<file path="src/hw/rtl/mh_pkg.sv">
`default_nettype none
// ----------------------------------------------------------------------------
// mh_pkg
// Shared types and constants for the magnetometer heading pipeline.
// ----------------------------------------------------------------------------
package mh_pkg;

	// datapath widths
	localparam int CW = 33;	// CORDIC x/y, calibrated axis times 256 plus gain
	localparam int ZW = 34;	// angle, 1/65536 centidegree
	localparam int ATAN_ENTRIES = 24;

	// register index within the APB map (paddr[4:2])
	localparam logic [2:0] REG_X_SCALE  = 3'd0;
	localparam logic [2:0] REG_Y_SCALE  = 3'd1;
	localparam logic [2:0] REG_X_OFFSET = 3'd2;
	localparam logic [2:0] REG_Y_OFFSET = 3'd3;
	localparam logic [2:0] REG_DECL     = 3'd4;

	localparam logic signed [15:0] X_SCALE_RST  = 16'sd4096;
	localparam logic signed [15:0] Y_SCALE_RST  = 16'sd4096;
	localparam logic signed [20:0] X_OFFSET_RST = 21'sd0;
	localparam logic signed [20:0] Y_OFFSET_RST = 21'sd0;
	localparam logic signed [15:0] DECL_RST     = 16'sd475;

	localparam logic signed [15:0] DECL_MAX = 16'sd18000;
	localparam logic signed [15:0] DECL_MIN = -16'sd18000;

	// 180 and 360 degrees in angle units
	localparam logic signed [ZW-1:0] ANG_HALF = ZW'(64'sd1179648000);
	localparam logic signed [ZW-1:0] ANG_FULL = ZW'(64'sd2359296000);

	// floor(c / 100) = (c * RECIP_100) >> RECIP_SHIFT for c <= 36000
	localparam logic [12:0] RECIP_100   = 13'd5243;
	localparam int          RECIP_SHIFT = 19;

	// atan(2^-i), 1/65536 centidegree
	localparam logic [28:0] ATAN_TAB [ATAN_ENTRIES] = '{
		29'd294912000, 29'd174096719, 29'd91987925, 29'd46694507,
		29'd23437865,  29'd11730478,  29'd5866610,  29'd2933484,
		29'd1466765,   29'd733385,    29'd366693,   29'd183346,
		29'd91673,     29'd45837,     29'd22918,    29'd11459,
		29'd5730,      29'd2865,      29'd1432,     29'd716,
		29'd358,       29'd179,       29'd90,       29'd45
	};

	typedef struct packed {
		logic                 zero;	// calibrated vector was 0,0
		logic signed [CW-1:0] u;
		logic signed [CW-1:0] v;
		logic signed [ZW-1:0] z;
	} mh_cord_t;

endpackage
`default_nettype wire

</file>
<file path="src/hw/rtl/mh_cordic_stage.sv">
`default_nettype none
// ----------------------------------------------------------------------------
// mh_cordic_stage
// One vectoring-mode CORDIC iteration with its pipeline register.
// ----------------------------------------------------------------------------
module mh_cordic_stage
	import mh_pkg::*;
#(
	parameter int SHIFT = 0
) (
	input  wire logic     clk,
	input  wire logic     arst_n,
	input  wire logic     en,
	input  wire logic     in_valid,
	input  wire mh_cord_t in_data,
	output logic          out_valid,
	output mh_cord_t      out_data
);

	localparam logic signed [ZW-1:0] ATAN = ZW'(ATAN_TAB[SHIFT]);

	logic signed [CW-1:0] u_in;
	logic signed [CW-1:0] v_in;
	logic signed [ZW-1:0] z_in;
	logic signed [CW-1:0] du;
	logic signed [CW-1:0] dv;
	mh_cord_t             nxt;
	logic                 vld_s1;
	mh_cord_t             data_s1;

	assign u_in = in_data.u;
	assign v_in = in_data.v;
	assign z_in = in_data.z;
	assign du   = v_in >>> SHIFT;
	assign dv   = u_in >>> SHIFT;

	always_comb begin
		nxt.zero = in_data.zero;
		if (!v_in[CW-1]) begin
			nxt.u = u_in + du;
			nxt.v = v_in - dv;
			nxt.z = z_in + ATAN;
		end else begin
			nxt.u = u_in - du;
			nxt.v = v_in + dv;
			nxt.z = z_in - ATAN;
		end
	end

	always_ff @(posedge clk or negedge arst_n) begin
		if (!arst_n) begin
			vld_s1 <= 1'b0;
		end else if (en) begin
			vld_s1 <= in_valid;
		end
	end

	always_ff @(posedge clk) begin
		if (en) begin
			data_s1 <= nxt;
		end
	end

	assign out_valid = vld_s1;
	assign out_data  = data_s1;

endmodule
`default_nettype wire

</file>
<file path="config.mk">
export PLATFORM = sky130hd
export DESIGN_NAME = mh_cordic_stage
export DESIGN_NICKNAME = d
export VERILOG_FILES = /design/src/hw/rtl/mh_pkg.sv /design/src/hw/rtl/mh_cordic_stage.sv
export SDC_FILE = /design/constraint.sdc
export NUM_CORES = 1
export LEC_CHECK = 0
export BUFFER_PORTS_ARGS = -buffer_cell sky130_fd_sc_hd__buf_4
export CAP_MARGIN = 0
export CORE_AREA = 3 3 178 180
export DETAILED_ROUTE_END_ITERATION = 10
export DIE_AREA = 0 0 181 183
export PLACE_DENSITY = 0.59
export SLEW_MARGIN = 0
export SYNTH_ARGS = -nofsm -noshare
export SYNTH_HDL_FRONTEND = slang
export SYNTH_SLANG_ARGS = --single-unit
</file>
<file path="constraint.sdc">
create_clock -name clk -period 1 [get_ports clk]
set_input_delay 0.05 -clock clk [delete_from_list [all_inputs] [get_ports clk]]
set_output_delay 0.05 -clock clk [all_outputs]
set_load 0.05 [all_outputs]
</file>
==> results.toml, run 1 <==
[floorplan]
num_rows = 64
dieArea_um2 = 33100
die_h_um = 183
design.core.area_um2 = 30300
initial_core_util_pct = 29.9
chipWidth_um = 181
pin_count = 207

[placement]
buffers_on_ports = 206
place_congestion = 0.924
placed_cells = 1910
dp.final_hpwl_mm = 26.0

[logic_synthesis]
mappedNetlistNets = 1233
yosys_most_used_dff = "edfxtp_1"
yosys.area.top_type_share_pct = 33.1
avgSynthCellArea_um2 = 9.04
synth-async-reset-ratio_pct = 0.990
synth-seq-cells = 101
yosys.cell_types.count = 76
yosys.area_share.adder_pct = 17.3
dominant_combinational_cell_family_by_area_after_synthesis = "compound AO/OA/AOI/OAI gates"
synth-edff-count = 100
mux_contribution_to_synthesized_area_pct = 1.67
yosys_warnings = 0
yosysTopAreaCell = "edfxtp_1"
post_synth_and_or_nand_nor_area_fraction_pct = 11.1
area_contributors_post_synth = "edfxtp_1 (33%), ha_1 (16%), xnor2_1 (6.5%), a21oi_1 (6.2%), inv_1 (4.5%)"
synth_compound_gate_area_share_pct = 22.5
post_synthesis_share_of_cell_area_spent_on_xor_and_xnor_gates_pct = 7.23
netlist_area_um2 = 9080
post_synth_inst_count = 1005
synth-seq-area-share_pct = 33.3

[timing]
layout_min_cycle_time_ps = 2580
fin_crit_sh_pct = 258
setup-tns-final_ps = -72000
final_setup_violations = 90
finalHoldViolCount = 0
postLayoutSetupSlackWorst_ps = -1580
slew_viol_final = 0
max_slew_margin_pct = 62.0
rsz0062_at_grt = "yes"
max_freq_mhz = 388
tightest_slew_ps = 569
finalClockSkew_ps = 0

[global_route]
grt_first_pass_wirelength_mm = 52.6
grt_antenna_before_repair = 0
grt_start_max_net_pins = 46
grt_pass1_vias = 10192
global_route.overflow_total = 0
grt_util_all_layers_pct = 19.6

[setup_path]
r2r_start = "out_valid"
worst-endpoint-required_ps = 1140
worst-r2r-cell-count = 1
setup.worst_path.start_class = "primary input"
cp.buffers_inverters = 2
timing.critical_path.to_type = "flip-flop"
worst_path_maximum_fanout = 3
worst-endpoint-arrival_ps = 2710
cpPeakStageDelay_ps = 430
crit_path_top_delay_cell = "a2111o_1"
critical_path.top_delay_family = "compound AO/OA/AOI/OAI gates"
setup.reg_to_reg.worst_slack_ps = 230
path_class = "in2reg"
worstPathCellList = "buf_12 -> inv_8 -> ha_4 -> fa_2 -> and2b_2 -> o21bai_4 -> a21oi_4 -> a211oi_4 -> a2111o_1 -> o21ai_2 -> a311oi_2 -> or4_1 -> a31oi_1 -> xnor2_1"
regToRegEndpoint = "out_valid"

[run_status]
failed_checks = "setup timing"
status = "finished with violations"

[clock_network]
cts_max_path_buffers = 2
tritoncts_num_sinks = 101
clock_tree_from_tritoncts = "done"
tritoncts_buffer_count = 9
h-tree-depth = 3
insertion_delay_of_the_later_clocked_pin_in_the_worst_skew_pair_ps = 370
clockRootBuffer = "clkbuf_16"
clk_pin_slew_worst_paths_ps = 90

[power_and_ir_drop]
p_per_area_nw_per_um2 = 1270
peakVddDrop_uv = 842
fin_total_pwr_mw = 21.2
static-leakage-power_nw = 7.55

[detailed_routing]
vias_per_cell = 4.92
first_pass_iteration_count_of_the_detailed_router = 5
drt_wl_total_mm = 34.4
drt_drc_violations_left = 0
final_antenna_net_count = 0
route.detailed.wl_per_inst_um = 17.1
detailedRoute.firstIterationViolations = 596
vias = 9879

[flow_run]
drv_cap = 0

[layout]
final_standard_cell_count_with_taps_included_and_fillers_excluded = 2009
layout-drive-gt1-share_pct = 52.9
fillers = 2673
synthToLayoutAreaGrowth_pct = 84.4
final_nets = 1836
antenna-diode-count = 0

[hold_path]
hold-path-cell-count = 3
min_from = "in_data[67]"
whs_endpoint = "out_data[67]"
timing.hold.worst.class = "in2reg"
## through the flow
stage          hold slack [ps]  setup WS, ps  utilization (%)  cell area (um^2)
6_report                  87.5         -1580             55.2             16700
5_1_grt                   73.5         -1650             55.2             16700
4_1_cts                   51.3         -1570             52.8             16000
3_5_place_dp              -174         -2140             45.9             13900
3_3_place_gp              -175         -2130             45.9             13900
2_1_floorplan             -246         -1750                -              9530
## worst max-delay path by stage
stage | startpoint | endpoint | slack, ps | depth (start not counted)
finish | in_data[67] | out_data[95] | -1580 | 14
floorplan | in_data[67] | out_data[95] | -1750 | 13
CTS | in_data[67] | out_data[95] | -1570 | 14
detailed placement | in_data[67] | out_data[95] | -2140 | 14
global route | in_data[67] | out_data[95] | -1650 | 14
global placement | in_data[39] | out_data[91] | -2130 | 14
## flip-flops by register name, summed over array words and instances, names as in the netlist
register / cells
out_valid: 1
out_data: 100
## cell usage in the layout (no fill, tap or decap), types with 24 or more instances in the layout
cell type,n
inv_1,93
a21o_1,25
nor2_1,64
ha_1,98
buf_6,160
xnor2_1,56
nand2_1,35
dlygate4sd3_1,24
a21oi_2,24
o21ai_2,25
edfxtp_1,100
buf_4,441
a21oi_1,80
## power by group
group | internal (mW) | switching (mW) | leakage [nW]
Combinational | 5.26 | 6.42 | 6.42
Clock | 1.75 | 1.91 | 0.142
Sequential | 5.52 | 0.335 | 0.990
Total | 12.5 | 8.67 | 7.55
## layout make-up
class / count / area [um^2] / area share, %
clock buffer: 9 / 225 / 1.34
clock inverter: 7 / 63.8 / 0.381
inverter: 113 / 493 / 2.94
multi-input combinational: 747 / 6880 / 41.1
sequential: 101 / 3030 / 18.1
tap: 396 / 495 / 2.96
timing repair buffer: 636 / 5560 / 33.2
## cell usage after synthesis, types with 3 or more instances
cell and instances:
o21ai_1 5, mux2i_1 14, a221oi_1 3, nor2_1 77
a31oi_1 9, a211o_1 3, edfxtp_1 100, and2_1 7
buf_4 5, nand2b_1 6, nor3_1 17, or3_1 5
o21a_1 3, xor2_1 8, fa_1 4, nand4_1 12
nor2b_1 9, inv_1 109, ha_1 119, o22ai_1 3
o211ai_1 10, xnor2_1 67, nand2_1 46, nor4_1 9
clkbuf_1 27, a21oi_1 113, o31a_1 4, a21o_1 25
o221ai_1 4, nand3_1 13, o21bai_1 24, or4_1 3
buf_1 9, o21ai_0 61, o31ai_1 11, a211oi_1 10
## repair_timing
item                                    4_1_cts  5_1_grt
setup buffers                                54       36
endpoints found under the hold margin        24        0
pin swaps                                   125      120
hold buffers                                 24        0
endpoints found under the setup margin      142      173
gates resized for setup                     284      139
## cell families after synthesis
group | Yosys count
simple gates | 214
flops | 101
mux | 15
xor+xnor | 75
fa+ha+maj | 123
buf+inv | 157
compound gates | 320
## metal layers
layer | share of wire (%) | GRT usage (%) | wire, um | up-vias
li1 | - | - | - | 4794
met1 | 43 | 25.2 | 14700 | 4728
met2 | 50 | 35.0 | 17200 | 298
met3 | 4.9 | 2.78 | 1670 | 59
met4 | 2.3 | 4.97 | 808 | 0
met5 | 0 | 0 | 0 | -
No activity file was read; power rests on OpenSTA's default activity.
==> run 2: changes to the inputs <==
--- a/config.mk
+++ b/config.mk
@@ -7,9 +7,9 @@
 export LEC_CHECK = 0
 export BUFFER_PORTS_ARGS = -buffer_cell sky130_fd_sc_hd__buf_4
 export CAP_MARGIN = 0
-export CORE_AREA = 3 3 178 180
+export CORE_AREA = 2 2 177 179
 export DETAILED_ROUTE_END_ITERATION = 10
-export DIE_AREA = 0 0 181 183
+export DIE_AREA = 0 0 179 181
 export PLACE_DENSITY = 0.59
 export SLEW_MARGIN = 0
 export SYNTH_ARGS = -nofsm -noshare
==> constraint.sdc (replaced) <==
create_clock -name clk -period 2.6 [get_ports clk]
set_input_delay 0.13 -clock clk [delete_from_list [all_inputs] [get_ports clk]]
set_output_delay 0.13 -clock clk [all_outputs]
set_load 0.05 [all_outputs]
==> results.toml, run 2 (same netlist as run 1, synthesis figures left out) <==
[power_and_ir_drop]
static-leakage-power_nw = 6.08
fin_total_pwr_mw = 7.12
p_per_area_nw_per_um2 = 534
peakVddDrop_uv = 310

[detailed_routing]
drt_wl_total_mm = 30.4
drt_drc_violations_left = 0
route.detailed.wl_per_inst_um = 16.9
vias = 8930
first_pass_iteration_count_of_the_detailed_router = 5
final_antenna_net_count = 0
detailedRoute.firstIterationViolations = 697
vias_per_cell = 4.96

[setup_path]
r2r_start = "out_valid"
regToRegEndpoint = "out_valid"
setup.reg_to_reg.worst_slack_ps = 1850
worst-r2r-cell-count = 1
worst-endpoint-required_ps = 2720
worstPathCellList = "buf_8 -> inv_4 -> ha_4 -> fa_2 -> and2b_2 -> o21bai_4 -> a21oi_4 -> a211oi_4 -> a2111o_1 -> o21ai_2 -> a311oi_2 -> or4_1 -> a31oi_1 -> xnor2_1"
cp.buffers_inverters = 2
timing.critical_path.to_type = "flip-flop"
path_class = "in2reg"
crit_path_top_delay_cell = "a2111o_1"
setup.worst_path.start_class = "primary input"
worst-endpoint-arrival_ps = 2790
critical_path.top_delay_family = "compound AO/OA/AOI/OAI gates"
cpPeakStageDelay_ps = 430
worst_path_maximum_fanout = 4

[layout]
fillers = 2944
area.sequential_um2 = 3030
layout-drive-gt1-share_pct = 34.8
largest_register_ffs = 100
area_of_the_multi_input_gates_um2 = 5790
layout_commonest_cell = "buf_4"
final_nets = 1626
synthToLayoutAreaGrowth_pct = 46.9
antenna-diode-count = 0
layout.cells.most_common_list = "buf_4 (399), ha_1 (111), inv_1 (106)"

[global_route]
global_route.peak_usage_layer = "met2"
grt_antenna_before_repair = 0
global_route.overflow_total = 0
grt_util_all_layers_pct = 18.3
grt_pass1_vias = 8887
met3_usage_in_global_routing_pct = 3.39
grt.met2_usage_pct = 31.5
grt_first_pass_wirelength_mm = 46.5
gr-usage-met1_pct = 23.2
grt_start_max_net_pins = 50

[clock_network]
clk_pin_slew_worst_paths_ps = 80
h-tree-depth = 3
cts_max_path_buffers = 2
tritoncts_num_sinks = 101
tritoncts_buffer_count = 9
clock_tree_from_tritoncts = "done"
insertion_delay_of_the_later_clocked_pin_in_the_worst_skew_pair_ps = 360
clockRootBuffer = "clkbuf_16"

[run_status]
failed_checks = "setup timing"
status = "finished with violations"

[placement]
dp.final_hpwl_mm = 24.5
place_congestion = 0.966
buffers_on_ports = 206
place_ws_ps = -605

[hold_path]
hold-path-cell-count = 2
timing.hold.worst.class = "in2reg"
whs_endpoint = "out_data[66]"
min_from = "in_data[99]"

[timing]
rsz0062_at_grt = "yes"
tightest_slew_ps = 507
layout_min_cycle_time_ps = 2660
final_setup_violations = 4
fin_crit_sh_pct = 102
slew_viol_final = 0
postLayoutSetupSlackWorst_ps = -64.2
max_slew_margin_pct = 65.9
max_freq_mhz = 375
finalHoldViolCount = 0
finalClockSkew_ps = 0

[floorplan]
design.core.area_um2 = 30300
num_rows = 64
pin_count = 207
initial_core_util_pct = 29.9
chipWidth_um = 179
die_h_um = 181
dieArea_um2 = 32400

[flow_run]
drv_cap = 0
## run 2: report_power, final
group / leakage [nW] / switching, mW / internal [mW]
logic: 4.94 / 2.14 / 1.35
clock network: 0.151 / 0.742 / 0.692
registers: 0.990 / 0.0826 / 2.12
total: 6.08 / 2.97 / 4.15
## run 2: worst max path at each step
stage | end | slack, ps | cells past startpoint | from
floorplan | out_data[95] | -250 | 13 | in_data[67]
global placement | out_data[64] | -550 | 14 | in_data[34]
detailed placement | out_data[95] | -600 | 14 | in_data[67]
CTS | out_data[95] | -80 | 14 | in_data[67]
global route | out_data[97] | -180 | 16 | in_data[67]
finish | out_data[95] | -60 | 14 | in_data[67]
## run 2: final cells by class
type	count	area share [%]
multi-input cells	747	43.4
repair buffers	426	24.7
flip-flops and latches	101	22.7
well taps	396	3.71
inverters	113	3.20
clock buffers	9	1.69
clock inverters	7	0.647
## run 2: metrics by stage
step                      std cells  TNS (ps)  cell area, um^2  utilization (%)  hold slack [ps]
final                          1799      -169            13300             44.0             81.2
after global routing           1799      -830            13300             44.0             78.3
after global placement         1748    -12170            12400             40.8            -94.8
after CTS                      1789      -173            13100             43.1             47.2
after detailed placement       1748    -13290            12400             40.8            -93.5
after floorplan                1005      -420             9150                -             -166
## run 2: routing by layer
layer,vias to the layer above,share of wire (%)
met1,4160,43
li1,4371,-
met4,0,2.4
met2,344,48
met3,55,6.5
met5,-,0
## run 2: timing repair
item	CTS	global route
endpoints found under the hold margin	21	0
pin swaps	13	17
endpoints found under the setup margin	16	32
resized for setup	28	46
hold buffers	21	0
setup buffers	4	10
==> run 3: changes to the inputs <==
--- a/config.mk
+++ b/config.mk
@@ -11,6 +11,7 @@
 export DETAILED_ROUTE_END_ITERATION = 10
 export DIE_AREA = 0 0 179 181
 export PLACE_DENSITY = 0.59
+export SETUP_SLACK_MARGIN = 0.1
 export SLEW_MARGIN = 0
 export SYNTH_ARGS = -nofsm -noshare
 export SYNTH_HDL_FRONTEND = slang
==> results.toml, run 3 (same netlist as run 1, synthesis figures left out) <==
[power_and_ir_drop]
p_switching_mw = 2.95
static-leakage-power_nw = 6.19
pwr-share-seq_pct = 29.9
comb_power_share_pct = 48.9
power.share.switching_pct = 40.2
p_per_area_nw_per_um2 = 534
peakVddDrop_uv = 318
clockPowerShare_pct = 21.2
power_report.internal_total_mw = 4.40

[run_status]
status = "finished with violations"
failed_checks = "setup timing"

[setup_path]
timing.critical_path.to_type = "flip-flop"
worst-endpoint-required_ps = 2720
cp.buffers_inverters = 2
critical_path.top_delay_family = "compound AO/OA/AOI/OAI gates"
worstPathCellList = "buf_12 -> ha_4 -> fa_2 -> nor3b_4 -> o31ai_2 -> o211a_1 -> o221ai_4 -> a41oi_4 -> buf_6 -> o221ai_4 -> a21oi_2 -> nand2b_4 -> o31ai_4 -> xnor2_1"
worst_path_maximum_fanout = 3
worst-endpoint-arrival_ps = 2740
cpPeakStageDelay_ps = 360
worst_path_most_repeated_cell = "o221ai_4"
setup.worst_path.start_class = "primary input"
crit_path_top_delay_cell = "fa_2"
path_class = "in2reg"
critical_path_cell_count = 14
worst-r2r-cell-count = 1

[placement]
place_congestion = 0.919
dp.final_hpwl_mm = 24.8
placed_cells = 1758
buffers_on_ports = 206

[detailed_routing]
first_pass_iteration_count_of_the_detailed_router = 7
drt_drc_violations_left = 0
final_antenna_net_count = 0
detailedRoute.firstIterationViolations = 620
vias = 9002
drt_wl_total_mm = 31.0
vias_per_cell = 4.98
route.detailed.wl_per_inst_um = 17.2

[clock_network]
clk_pin_slew_worst_paths_ps = 80
insertion_delay_of_the_later_clocked_pin_in_the_worst_skew_pair_ps = 360
tritoncts_buffer_count = 9
cts_max_path_buffers = 2
clock_tree_from_tritoncts = "done"
clockRootBuffer = "clkbuf_16"
h-tree-depth = 3
tritoncts_num_sinks = 101

[hold_path]
timing.hold.worst.class = "in2async"

[global_route]
grt_util_all_layers_pct = 18.7
global_route.overflow_total = 0
grt_first_pass_wirelength_mm = 47.5
grt_antenna_before_repair = 0
grt_start_max_net_pins = 40
grt_pass1_vias = 9012

[layout]
layout_commonest_cell = "buf_4"
largest_register_ffs = 100
final_nets = 1636
utilization_pct = 45.4
fillers = 2930
antenna-diode-count = 0
layout.cells.most_common_list = "buf_4 (403), inv_1 (102), a21oi_1 (102), ha_1 (102), edfxtp_1 (100)"
final_standard_cell_count_with_taps_included_and_fillers_excluded = 1809
synthToLayoutAreaGrowth_pct = 51.6
layout-drive-gt1-share_pct = 37.5

[floorplan]
die_h_um = 181
chipWidth_um = 179
dieArea_um2 = 32400
pin_count = 207
design.core.area_um2 = 30300
initial_core_util_pct = 29.9
num_rows = 64

[timing]
tightest_slew_ps = 650
postLayoutSetupSlackWorst_ps = -26.5
layout_min_cycle_time_ps = 2630
slew_viol_final = 0
finalClockSkew_ps = 0
finalHoldViolCount = 0
max_freq_mhz = 381
fin_crit_sh_pct = 101
final_setup_violations = 3
rsz0062_at_grt = "yes"
max_slew_margin_pct = 56.3

[flow_run]
drv_cap = 0
[run 3: changes by cell type in the layout (fill, tap and decap cells not counted), sizes merged]
cell    before  now
clkinv       6    4
buf        405  415
bufinv       0    2
clkbuf       9   10
inv        114  113
[run 3: power groups by stage]
stage	Sequential (mW)	Clock [mW]	Combinational, mW
after floorplan	3.08	0	1.18
after global placement	2.24	0	3.34
after detailed placement	2.24	0	3.36
after CTS	2.21	1.61	3.47
after global routing	2.23	1.67	3.83
final	2.20	1.56	3.60
[run 3: layout make-up]
cell class              instances  area (um^2)  share of cell area, %
clock buffers                  10          239                   1.74
clock inverters                 6          103                  0.745
inverters                     113          437                   3.17
multi-input cells             747         6060                   44.0
flip-flops and latches        101         3030                   22.0
well taps                     396          495                   3.60
repair buffers                436         3410                   24.7
[run 3: repair_timing]
action	in CTS	in global routing
endpoints found under the setup margin	25	33
endpoints found under the hold margin	21	0
hold buffers	21	0
buffers inserted	6	8
pin swaps	27	39
cloned	0	0
gates resized for setup	42	72
[run 3: layer usage]
layer	vias up	routed length (um)	track usage [%]
met1	4289	13500	23.9
met2	294	15000	32.1
li1	4384	-	-
met3	35	2010	3.05
met5	-	0	0
met4	0	586	5.37
[run 3: final timing paths]
kind | slack (ps) | from | endpoint
setup / recovery | -30 | in_data[67] | out_data[62]
hold / removal | 80 | arst_n | out_valid
setup reg to reg | 1860 | out_valid | out_valid
hold reg to reg | 510 | out_valid | out_valid
max in group asynchronous | 2450 | arst_n | out_valid
min in group clk | 90 | in_data[99] | out_data[99]
[run 3: through the flow]
| stage | power, mW | hold WS [ps] | TNS, ps | instance area, um^2 | setup slack [ps] |
|---|---|---|---|---|---|
| 2_1_floorplan | 4.26 | -166 | -420 | 9220 | -234 |
| 3_3_place_gp | 5.58 | -94.8 | -12070 | 12500 | -534 |
| 3_5_place_dp | 5.59 | -92.6 | -12600 | 12500 | -568 |
| 4_1_cts | 7.29 | 60.9 | -50.7 | 13400 | -32.6 |
| 5_1_grt | 7.72 | 57.0 | -358 | 13800 | -120 |
| 6_report | 7.35 | 75.6 | -63.5 | 13800 | -26.5 |
